File: config.mk
export PLATFORM = sky130hd
export DESIGN_NAME = confusable_text_normalizer_core
export DESIGN_NICKNAME = d
export VERILOG_FILES = /design/src/rtl/cfn_pkg.sv /design/src/rtl/cfn_classify.sv /design/src/rtl/cfn_track.sv /design/src/rtl/cfn_out_buffer.sv /design/src/rtl/confusable_text_normalizer_core.sv
export SDC_FILE = /design/constraint.sdc
export NUM_CORES = 1
export LEC_CHECK = 0
export BUFFER_PORTS_ARGS = -buffer_cell sky130_fd_sc_hd__buf_2
export CORE_ASPECT_RATIO = 0.6
export CORE_MARGIN = 5
export CORE_UTILIZATION = 30
export DETAILED_ROUTE_END_ITERATION = 7
export PLACE_DENSITY = 0.53
export SYNTH_ARGS = -nofsm -noshare
export SYNTH_HDL_FRONTEND = slang
export SYNTH_SLANG_ARGS = --single-unit
File: constraint.sdc
create_clock -name i_clk -period 11.4 [get_ports i_clk]
set_input_delay 1.14 -clock i_clk [delete_from_list [all_inputs] [get_ports i_clk]]
set_output_delay 1.14 -clock i_clk [all_outputs]
set_load 0.005 [all_outputs]
File: src/rtl/cfn_pkg.sv
package cfn_pkg;

    localparam int CP_BITS     = 21;
    localparam int TOTAL_BITS  = 16;
    localparam int COUNT_BITS  = 16;
    localparam int LETTER_BITS = 7;

    localparam logic [COUNT_BITS-1:0] COUNT_MAX = {COUNT_BITS{1'b1}};
    localparam logic [COUNT_BITS-1:0] COUNT_ONE = {{(COUNT_BITS-1){1'b0}}, 1'b1};

    localparam logic [CP_BITS-1:0] SPACE_CP = 21'h00020;

    localparam logic KIND_CHAR    = 1'b0;
    localparam logic KIND_SUMMARY = 1'b1;

    // Result slots of one transaction, in the order they leave the block.
    localparam int SLOT_COUNT   = 3;
    localparam int SLOT_SPACE   = 0;
    localparam int SLOT_CHAR    = 1;
    localparam int SLOT_SUMMARY = 2;

    typedef struct packed {
        logic                   is_bidi;
        logic                   is_ws;
        logic                   is_mod;
        logic [LETTER_BITS-1:0] letter;
    } t_class;

    typedef struct packed {
        logic [SLOT_COUNT-1:0] pend;
        logic [CP_BITS-1:0]    ch;
        logic [COUNT_BITS-1:0] rep;
        logic [COUNT_BITS-1:0] bid;
    } t_result_set;

    typedef struct packed {
        logic                   hit;
        logic [LETTER_BITS-1:0] letter;
    } t_mod_hit;

    function automatic logic is_bidi_cp(input logic [CP_BITS-1:0] cp);
        return cp inside {[21'h0202A:21'h0202E], [21'h02066:21'h02069],
                          21'h0200E, 21'h0200F};
    endfunction

    function automatic logic is_ws_cp(input logic [CP_BITS-1:0] cp);
        return cp inside {[21'h00009:21'h0000D], 21'h00020, 21'h01680,
                          [21'h02000:21'h02006], [21'h02008:21'h0200A],
                          21'h02028, 21'h02029, 21'h0205F, 21'h03000};
    endfunction

    function automatic t_mod_hit mod_lookup(input logic [CP_BITS-1:0] cp);
        t_mod_hit r;
        r.hit    = 1'b1;
        r.letter = '0;
        case (cp)
            21'h002E2: r.letter = 7'h73;
            21'h002B7: r.letter = 7'h77;
            21'h002E3: r.letter = 7'h78;
            21'h01D43: r.letter = 7'h61;
            21'h01D47: r.letter = 7'h62;
            21'h01D9C: r.letter = 7'h63;
            21'h01D48: r.letter = 7'h64;
            21'h01D49: r.letter = 7'h65;
            21'h01DA0: r.letter = 7'h66;
            21'h01D4D: r.letter = 7'h67;
            21'h002B0: r.letter = 7'h68;
            21'h01DA6: r.letter = 7'h69;
            21'h002B2: r.letter = 7'h6A;
            21'h01D4F: r.letter = 7'h6B;
            21'h002E1: r.letter = 7'h6C;
            21'h01D50: r.letter = 7'h6D;
            21'h01DB0: r.letter = 7'h6E;
            21'h01D52: r.letter = 7'h6F;
            21'h01D56: r.letter = 7'h70;
            21'h002B3: r.letter = 7'h72;
            21'h01D57: r.letter = 7'h74;
            21'h01D58: r.letter = 7'h75;
            21'h01D5B: r.letter = 7'h76;
            21'h002B8: r.letter = 7'h79;
            21'h01DBB: r.letter = 7'h7A;
            21'h01D2C: r.letter = 7'h41;
            21'h01D2E: r.letter = 7'h42;
            21'h01D30: r.letter = 7'h44;
            21'h01D31: r.letter = 7'h45;
            21'h01D33: r.letter = 7'h47;
            21'h01D34: r.letter = 7'h48;
            21'h01D35: r.letter = 7'h49;
            21'h01D36: r.letter = 7'h4A;
            21'h01D37: r.letter = 7'h4B;
            21'h01D38: r.letter = 7'h4C;
            21'h01D39: r.letter = 7'h4D;
            21'h01D3A: r.letter = 7'h4E;
            21'h01D3C: r.letter = 7'h4F;
            21'h01D3E: r.letter = 7'h50;
            21'h01D3F: r.letter = 7'h52;
            21'h01D40: r.letter = 7'h54;
            21'h01D41: r.letter = 7'h55;
            21'h02C7D: r.letter = 7'h56;
            21'h01D42: r.letter = 7'h57;
            21'h01D00: r.letter = 7'h41;
            21'h00299: r.letter = 7'h42;
            21'h01D04: r.letter = 7'h43;
            21'h01D05: r.letter = 7'h44;
            21'h01D07: r.letter = 7'h45;
            21'h00493: r.letter = 7'h46;
            21'h00262: r.letter = 7'h47;
            21'h0029C: r.letter = 7'h48;
            21'h0026A: r.letter = 7'h49;
            21'h01D0A: r.letter = 7'h4A;
            21'h01D0B: r.letter = 7'h4B;
            21'h0029F: r.letter = 7'h4C;
            21'h01D0D: r.letter = 7'h4D;
            21'h00274: r.letter = 7'h4E;
            21'h01D0F: r.letter = 7'h4F;
            21'h01D18: r.letter = 7'h50;
            21'h00280: r.letter = 7'h52;
            21'h01D1B: r.letter = 7'h54;
            21'h01D1C: r.letter = 7'h55;
            21'h01D20: r.letter = 7'h56;
            21'h01D21: r.letter = 7'h57;
            21'h0028F: r.letter = 7'h59;
            21'h01D22: r.letter = 7'h5A;
            default:   r.hit = 1'b0;
        endcase
        return r;
    endfunction

endpackage

File: src/rtl/cfn_classify.sv
module cfn_classify
    import cfn_pkg::*;
(
    input  logic [CP_BITS-1:0] i_code_point,
    output t_class             o_class
);

    t_mod_hit mod_hit;

    always_comb begin
        mod_hit          = mod_lookup(i_code_point);
        o_class.is_bidi  = is_bidi_cp(i_code_point);
        o_class.is_ws    = is_ws_cp(i_code_point);
        o_class.is_mod   = mod_hit.hit;
        o_class.letter   = mod_hit.letter;
    end

endmodule

File: src/rtl/cfn_track.sv
module cfn_track
    import cfn_pkg::*;
(
    input  logic               i_clk,
    input  logic               i_rst_n,
    input  logic               i_advance,
    input  t_class             i_class,
    input  logic [CP_BITS-1:0] i_code_point,
    input  logic               i_has_char,
    input  logic               i_end_of_text,
    output t_result_set        o_set
);

    logic                  r_space_pending;
    logic                  r_emitted_any;
    logic [COUNT_BITS-1:0] r_rep_cnt;
    logic [COUNT_BITS-1:0] r_bid_cnt;

    logic                  n_space_pending;
    logic                  n_emitted_any;
    logic [COUNT_BITS-1:0] n_rep_cnt;
    logic [COUNT_BITS-1:0] n_bid_cnt;

    logic visible;
    logic bidi_hit;
    logic ws_hit;
    logic mod_hit;

    always_comb begin
        bidi_hit = i_has_char && i_class.is_bidi;
        ws_hit   = i_has_char && !i_class.is_bidi && i_class.is_ws;
        visible  = i_has_char && !i_class.is_bidi && !i_class.is_ws;
        mod_hit  = visible && i_class.is_mod;

        n_rep_cnt = r_rep_cnt;
        if (mod_hit && (r_rep_cnt != COUNT_MAX)) begin
            n_rep_cnt = r_rep_cnt + COUNT_ONE;
        end
        n_bid_cnt = r_bid_cnt;
        if (bidi_hit && (r_bid_cnt != COUNT_MAX)) begin
            n_bid_cnt = r_bid_cnt + COUNT_ONE;
        end

        n_space_pending = r_space_pending;
        if (visible) begin
            n_space_pending = 1'b0;
        end else if (ws_hit) begin
            n_space_pending = 1'b1;
        end
        n_emitted_any = r_emitted_any || visible;

        o_set.pend[SLOT_SPACE]   = visible && r_space_pending && r_emitted_any;
        o_set.pend[SLOT_CHAR]    = visible;
        o_set.pend[SLOT_SUMMARY] = i_end_of_text;
        o_set.ch  = i_class.is_mod ? CP_BITS'(i_class.letter) : i_code_point;
        o_set.rep = n_rep_cnt;
        o_set.bid = n_bid_cnt;
    end

    always_ff @(posedge i_clk) begin
        if (!i_rst_n) begin
            r_space_pending <= 1'b0;
            r_emitted_any   <= 1'b0;
            r_rep_cnt       <= '0;
            r_bid_cnt       <= '0;
        end else if (i_advance) begin
            if (i_end_of_text) begin
                r_space_pending <= 1'b0;
                r_emitted_any   <= 1'b0;
                r_rep_cnt       <= '0;
                r_bid_cnt       <= '0;
            end else begin
                r_space_pending <= n_space_pending;
                r_emitted_any   <= n_emitted_any;
                r_rep_cnt       <= n_rep_cnt;
                r_bid_cnt       <= n_bid_cnt;
            end
        end
    end

endmodule

File: src/rtl/cfn_out_buffer.sv
module cfn_out_buffer
    import cfn_pkg::*;
(
    input  logic                  i_clk,
    input  logic                  i_rst_n,
    input  logic                  i_load,
    input  t_result_set           i_set,
    output logic                  o_can_load,
    output logic                  o_out_valid,
    input  logic                  i_out_ready,
    output logic                  o_item_kind,
    output logic [CP_BITS-1:0]    o_out_char,
    output logic [TOTAL_BITS-1:0] o_replace_total,
    output logic [TOTAL_BITS-1:0] o_bidi_total,
    output logic                  o_last_of_run
);

    logic [SLOT_COUNT-1:0] r_pend;
    logic [CP_BITS-1:0]    r_char;
    logic [COUNT_BITS-1:0] r_rep;
    logic [COUNT_BITS-1:0] r_bid;

    logic [SLOT_COUNT-1:0] head;
    logic                  pop;

    always_comb begin
        head        = r_pend & (~r_pend + SLOT_COUNT'(1));
        o_out_valid = (r_pend != '0);
        pop         = o_out_valid && i_out_ready;
        o_can_load  = !o_out_valid || ($onehot(r_pend) && i_out_ready);

        o_last_of_run   = $onehot(r_pend);
        o_item_kind     = head[SLOT_SUMMARY] ? KIND_SUMMARY : KIND_CHAR;
        o_out_char      = '0;
        o_replace_total = '0;
        o_bidi_total    = '0;
        if (head[SLOT_SPACE]) begin
            o_out_char = SPACE_CP;
        end else if (head[SLOT_CHAR]) begin
            o_out_char = r_char;
        end else if (head[SLOT_SUMMARY]) begin
            o_replace_total = TOTAL_BITS'(r_rep);
            o_bidi_total    = TOTAL_BITS'(r_bid);
        end
    end

    always_ff @(posedge i_clk) begin
        if (!i_rst_n) begin
            r_pend <= '0;
        end else if (i_load) begin
            r_pend <= i_set.pend;
        end else if (pop) begin
            r_pend <= r_pend & (r_pend - SLOT_COUNT'(1));
        end
    end

    always_ff @(posedge i_clk) begin
        if (i_load) begin
            r_char <= i_set.ch;
            r_rep  <= i_set.rep;
            r_bid  <= i_set.bid;
        end
    end

endmodule

File: src/rtl/confusable_text_normalizer_core.sv
// Streaming text normalizer: one Unicode code point per input transaction.
// Input channel: i_in_valid / o_in_ready with i_code_point, i_has_char and
// i_end_of_text. Output channel: o_out_valid / i_out_ready with the result
// fields. Bidirectional controls are dropped and counted, modifier letters
// are mapped to ASCII and counted, whitespace runs collapse to one space,
// and an end-of-text transaction adds a summary with both counts.
// An accepted transaction waits in the input register until the result
// register can load, then its zero to three results are loaded into the
// result register, from which the first result is offered. The result
// register sends one result per cycle while the receiver is ready, and a
// transaction holds it until all its results are taken. Transactions with
// one result run at one per cycle while the receiver is ready. The next
// transaction is taken into the input register while earlier results still
// wait. When the receiver stalls, the results hold and the input register
// fills, after which o_in_ready drops.
// Reset clears the whitespace and emission flags, both counters and all
// pending results.
module confusable_text_normalizer_core
    import cfn_pkg::*;
(
    input  logic                  i_clk,
    input  logic                  i_rst_n,
    input  logic                  i_in_valid,
    output logic                  o_in_ready,
    input  logic [CP_BITS-1:0]    i_code_point,
    input  logic                  i_has_char,
    input  logic                  i_end_of_text,
    output logic                  o_out_valid,
    input  logic                  i_out_ready,
    output logic                  o_item_kind,
    output logic [CP_BITS-1:0]    o_out_char,
    output logic [TOTAL_BITS-1:0] o_replace_total,
    output logic [TOTAL_BITS-1:0] o_bidi_total,
    output logic                  o_last_of_run
);

    logic               r_in_valid;
    logic [CP_BITS-1:0] r_code_point;
    logic               r_has_char;
    logic               r_end_of_text;

    logic        can_load;
    logic        advance;
    logic        in_take;
    t_class      cls;
    t_result_set set;

    assign advance    = r_in_valid && can_load;
    assign o_in_ready = !r_in_valid || can_load;
    assign in_take    = i_in_valid && o_in_ready;

    always_ff @(posedge i_clk) begin
        if (!i_rst_n) begin
            r_in_valid <= 1'b0;
        end else if (in_take) begin
            r_in_valid <= 1'b1;
        end else if (advance) begin
            r_in_valid <= 1'b0;
        end
    end

    always_ff @(posedge i_clk) begin
        if (in_take) begin
            r_code_point  <= i_code_point;
            r_has_char    <= i_has_char;
            r_end_of_text <= i_end_of_text;
        end
    end

    cfn_classify u_classify (
        .i_code_point (r_code_point),
        .o_class      (cls)
    );

    cfn_track u_track (
        .i_clk         (i_clk),
        .i_rst_n       (i_rst_n),
        .i_advance     (advance),
        .i_class       (cls),
        .i_code_point  (r_code_point),
        .i_has_char    (r_has_char),
        .i_end_of_text (r_end_of_text),
        .o_set         (set)
    );

    cfn_out_buffer u_out_buffer (
        .i_clk           (i_clk),
        .i_rst_n         (i_rst_n),
        .i_load          (advance),
        .i_set           (set),
        .o_can_load      (can_load),
        .o_out_valid     (o_out_valid),
        .i_out_ready     (i_out_ready),
        .o_item_kind     (o_item_kind),
        .o_out_char      (o_out_char),
        .o_replace_total (o_replace_total),
        .o_bidi_total    (o_bidi_total),
        .o_last_of_run   (o_last_of_run)
    );

endmodule

; Word-level counts from Yosys, hierarchy flattened
; Cells that the tools add are included.
; W data, S select, Z words.
[op_classes]
reduce_logical = 52
mux = 24
bitwise = 3
n_lt_le_gt_ge = 10
n_eq_ne = 78
add_sub_neg = 6
[op_table]
columns = op, n
row1 = $eq A21 B13 Y1 const B, 50
row2 = $eq A21 B10 Y1 const B, 16
row3 = $pmux W7 S48, 1
row4 = $mux W16, 10
row5 = $eq A21 B14 Y1 const B, 7
row6 = $ge A21 B14 Y1 const B, 4
row7 = $le A21 B14 Y1 const B, 4
row8 = $reduce_or A67 Y1, 1
row9 = $mux W21, 2
row10 = $reduce_or A2 Y1, 19
row11 = $add A16 B1 Y16 const B, 2
row12 = $ne A16 B16 Y1 const B, 2
row13 = $eq A21 B11 Y1 const B, 1
row14 = $eq A21 B6 Y1 const B, 1
row15 = $ge A21 B4 Y1 const B, 1
row16 = $le A21 B4 Y1 const B, 1
row17 = $logic_and A1 B1 Y1, 18
row18 = $reduce_bool A9 Y1, 1
row19 = $mux W1, 8
row20 = $mux W7, 1
row21 = $and A3 B3 Y3, 2
row22 = $mux W3, 2
row23 = $reduce_bool A3 Y1, 2
row24 = $logic_not A1 Y1, 4
row25 = other kinds (10), 13
[word_totals]
inputBits = 27
register_bits = 114

; Logic depth before layout (Yosys ltp)
[depth]
depth_word = 10
depth_mapped = 14
mapped_depth_nobuf = 11

; Cells and area by module
; Synthesis repeated with hierarchy kept, for this count alone.
[unflattened]
cells_unflattened = 741
area_unflattened_um2 = 7175.6
[modules_own_cells]
columns = module, cells_each, area_each_um2, n_inst
row1 = cfn_track, 325, 2512.4, 1
row2 = cfn_out_buffer, 131, 2163.3, 1
row3 = cfn_classify, 256, 1744.2, 1
row4 = confusable_text_normalizer_core, 29, 755.7, 1

; Worst setup path after synthesis
; No wires, ideal clock.
[synth_path]
kind = register -> register
from = reg u_out_buffer.r_pend[0]
to = reg u_track.r_rep_cnt[5]
path_stages_with_launch = 13
t_required_ns = 11.275
arrival_time_ns = 3.943
setup_ns = 0.125
slack_ns = 7.332
synth_period_minus_slack_ns = 4.068
cell_sequence = dfxtp_1 > inv_1 > clkbuf_1 > fa_1 > nor2b_1 > a21boi_0 > nand2b_1 > clkinv_1 > nand2b_1 > nor2_1 > clkbuf_1 > a41oi_1 > a31oi_1
[synth_between]
elab_chain_cells = 6
[synth_lines]
columns = item, line
row1 = from (decl), cfn_out_buffer.sv:18  ; logic [SLOT_COUNT-1:0] r_pend;
row2 = from (signal assigned), cfn_out_buffer.sv:51  ; r_pend <= i_set.pend;
row3 = from (signal assigned), cfn_out_buffer.sv:53  ; r_pend <= r_pend & (r_pend - SLOT_COUNT'(1));
row4 = $add A1 B1 Y2, --
row5 = $add A2 B1 Y2, --
row6 = $eq A2 B1 Y1, --
row7 = net o_last_of_run, confusable_text_normalizer_core.sv:34  ; output logic o_last_of_run
row8 = $logic_and A1 B1 Y1, cfn_out_buffer.sv:30  ; o_can_load = !o_out_valid || ($onehot(r_pend) && i_out_ready);
row9 = $logic_or A1 B1 Y1, cfn_out_buffer.sv:30
row10 = $logic_and A1 B1 Y1, confusable_text_normalizer_core.sv:48  ; assign advance = r_in_valid && can_load;
row11 = net advance, confusable_text_normalizer_core.sv:43  ; logic advance;
row12 = to (signal assigned), cfn_track.sv:75  ; r_rep_cnt <= n_rep_cnt;
row13 = to (decl), cfn_track.sv:16  ; logic [COUNT_BITS-1:0] r_rep_cnt;
; The timed path passes the listed nets, and every way through them passes these cells.
; A chain may end at the register's enable or synchronous reset.

; Worst setup path after layout
[layout_path]
from = reg u_out_buffer.r_pend[1]
to = reg u_track.r_rep_cnt[13]
[layout_between]
elab_chain_cells = 6
[layout_lines]
columns = item, line
row1 = $add A1 B1 Y2 (implied by the code), cfn_out_buffer.sv:30
row2 = $add A2 B1 Y2 (implied by the code), cfn_out_buffer.sv:30
row3 = $eq A2 B1 Y1, cfn_out_buffer.sv:30
row4 = $logic_and A1 B1 Y1, cfn_out_buffer.sv:30
row5 = $logic_or A1 B1 Y1 *, cfn_out_buffer.sv:30
row6 = $logic_and A1 B1 Y1 *, confusable_text_normalizer_core.sv:48
row7 = net advance, confusable_text_normalizer_core.sv:43
; Mark *: on every way through the listed nets, which the timed path passes. The rest lies on a longest branch.

==> results.ini <==
[outcome]
outcome=finished, final reports clean

[cts]
cts_tree=yes
cts_sinks=114
cts_resized=0
cts_buffer_depth=2
insertion_delay_ns=0.41
cts_max_level=4
postCtsSetupBuffers=0
cts_root_buf=clkbuf_16
hold_buffers=0
clk_pin_slew_worst_paths_ns=0.05
numCtsBuffers=17

[place]
gp_congestion=1.011
numPortBuffers=83
dp_hpwl_um=17350

[drt]
drt-total-wl_um=24220
wl_per_cell_um=20.23
antenna_left=0
via_count=6866
drtIter0Drc=954
vias_per_cell=5.736
drcViolationCount=0
dr.pass1.iters=6

[hold_path]
hold_path_startpoint=u_track.r_emitted_any
hp-class=reg -> reg

[worst_setup_path]
worstRegToRegCells=11
critPathArrivalTime_ns=4.82
timing.rr.start=u_out_buffer.r_pend[1]
r2r_setup_slack_ns=6.88
crit_type=reg -> reg
crit_fanout=24
r2r_end=u_track.r_rep_cnt[13]
start_kind=flip-flop
endpoint=u_track.r_rep_cnt[13]
startpoint=u_out_buffer.r_pend[1]
critPathRequiredTime_ns=11.70
crit_path_end_kind=flip-flop

[die]
coreArea_mm2=0.02422
start_util_pct=30.51
die_h_um=131.6
io_pins=84
chipWidth_um=212.6
dieArea_mm2=0.02798
fp-row-count=44

[yosys]
netlist_instances=822
yosys.area.top_type_share_pct=30.88
yosys-top-cells-area=edfxtp_1 31%, dfxtp_1 10%, and2_1 3.7%
yosysWarnings=0
synth-edff-count=76
synth.distinct_cells=93
synth_ff_type=edfxtp_1
synth-async-reset-ratio_pct=0
synth-seq-cells=114
ys_seq_area_share_pct=41.17
yosys.area.top_type=edfxtp_1
syn_nets=852
syn_avg_cell_area_um2=8.991
syn_area_mm2=0.007391

[sta]
maxSlewViolCount=0
fmax_mhz=221.2
finalSetupViolations=0
skew_ns=0.009554
worst_pin_slew_ns=1.210
relSlewSlack_pct=18.61
setup_tns_ns=0
finalCriticalPeriod_ns=4.521
rsz0062_at_grt=no
period_share_pct=39.66
hold_violations=0

[pwr]
p_per_area_mw_per_mm2=126.1
p_leak_nw=3.103
ir_drop_v=0.00008630
total_power_mw=1.075

[global_routing]
antenna_found_initial=1
grt-ovfl-total=0
grt_pass1_wl_um=37530
grt_pass1_vias=6160
grt.total_usage_pct=16.85
grt_max_degree=62

[cells_and_area]
fillers=2494
drive_gt1_share_pct=17.16
nNetsFinal=891
area_delta_synth_final_pct=15.39

[run]
drv_cap=0

## Yosys cell counts, types with 5 or more instances
library cell and count:
a21oi_1 40, a31oi_1 11, a32o_1 7, and2_1 44, and3_1 31, and4_1 5
buf_2 29, clkbuf_1 38, dfxtp_1 38, edfxtp_1 76, inv_1 14, nand2_1 63
nand2b_1 12, nand3_1 35, nand4_1 19, nand4b_1 8, nor2_1 52, nor2b_1 8
nor3_1 32, nor3b_1 5, nor4_1 16, o211ai_1 7, o21ai_0 21, o21ai_1 7
o22ai_1 11, o32ai_1 5, or2_2 5, or3_1 19, or4_1 12, or4b_1 8
xnor2_1 14, xor2_1 15
## cell families (layout without fill, tap and decap cells)
group | after synthesis | in the layout | share of synthesized area, %
AO/OA/AOI/OAI | 174 | 174 | 16.40
XOR/XNOR | 29 | 29 | 3.437
other | 0 | 1 | 0
adder cells (fa/ha/maj) | 3 | 3 | 0.6094
flip-flops | 114 | 114 | 41.17
AND/OR/NAND/NOR | 404 | 404 | 31.96
buffers and inverters | 90 | 142 | 5.265
multiplexers | 8 | 8 | 1.151
## per-stage QoR
stage	setup WS, ns	hold slack (ns)	area [um2]	util [%]	instances
after CTS	6.857	0.4797	8526	35.20	1196
after floorplan	7.332	0.4411	7391	-	822
after global placement	7.167	0.4654	7971	32.91	1164
after detailed placement	6.893	0.4671	7971	32.91	1164
after global routing	6.387	0.4947	8526	35.20	1196
final	6.879	0.4842	8528	35.21	1197
## state kept, by name, summed over array words and instances, names as in the netlist
register,count
r_code_point,21
u_out_buffer.r_char,21
u_out_buffer.r_bid,16
u_out_buffer.r_rep,16
u_track.r_bid_cnt,16
u_track.r_rep_cnt,16
u_out_buffer.r_pend,3
r_end_of_text,1
r_has_char,1
r_in_valid,1
u_track.r_emitted_any,1
u_track.r_space_pending,1
## worst min-delay path by stage
stage                                       end  slack, ns  depth (start not counted)
after floorplan           u_track.r_emitted_any       0.44                          1
after global placement    u_track.r_emitted_any       0.47                          1
after detailed placement  u_track.r_emitted_any       0.47                          1
after CTS                 u_track.r_emitted_any       0.48                          1
after global routing      u_track.r_emitted_any       0.49                          1
final                     u_track.r_emitted_any       0.48                          1
## layout by cell type (no fill, tap or decap), types with 11 or more instances in the layout
master and n:
nor4_1 16, inv_1 14, nor3_1 31, and3_1 31, or3_1 19, nand3_1 35, nand4_1 19, buf_2 83
nor2_1 52, o22ai_1 11, nand2_1 63, nand2b_1 12, xor2_1 15, dfxtp_1 38, buf_4 11, clkbuf_16 17
o21ai_0 21, a21oi_1 39, edfxtp_1 76, and2_1 44, xnor2_1 14, a31oi_1 11, or4_1 12
## final cells by class
type | count | area (um2) | share of cell area, %
multi-input cells | 618 | 3968 | 46.52
inverters | 16 | 60.06 | 0.7042
clock inverters | 11 | 113.9 | 1.335
well taps | 322 | 402.9 | 4.724
repair buffers | 94 | 498.0 | 5.839
flip-flops and latches | 114 | 3043 | 35.68
diodes | 1 | 2.502 | 0.02934
clock buffers | 21 | 440.4 | 5.164
## routing by layer
metal / wire [um] / track usage [%] / up-vias
li1: - / - / 3191
met5: 0 / 0 / -
met2: 8622 / 19.41 / 408
met4: 217 / 3.233 / 0
met1: 12530 / 28.63 / 3237
met3: 2849 / 5.788 / 30
## worst max-delay path, cell delays in order, from the launching register on
cell and delay [ns]:
dfxtp_1 0.82, inv_1 0.21, fa_1 0.50, nor2b_1 0.16, a21boi_0 0.16, nand2b_1 0.54
inv_2 0.17, nand2b_1 0.38, nor2_1 1.03, o31a_1 0.26, o21ai_0 0.08, o41ai_1 0.10
## where the power goes
part           internal [mW]  switching (mW)  leakage, nW  total, mW
Sequential             0.460          0.0124         1.01      0.472
Combinational         0.0283          0.0638         1.83     0.0921
Clock                  0.319           0.192        0.262      0.511
Note: power is estimated with default switching activity, not from simulation.
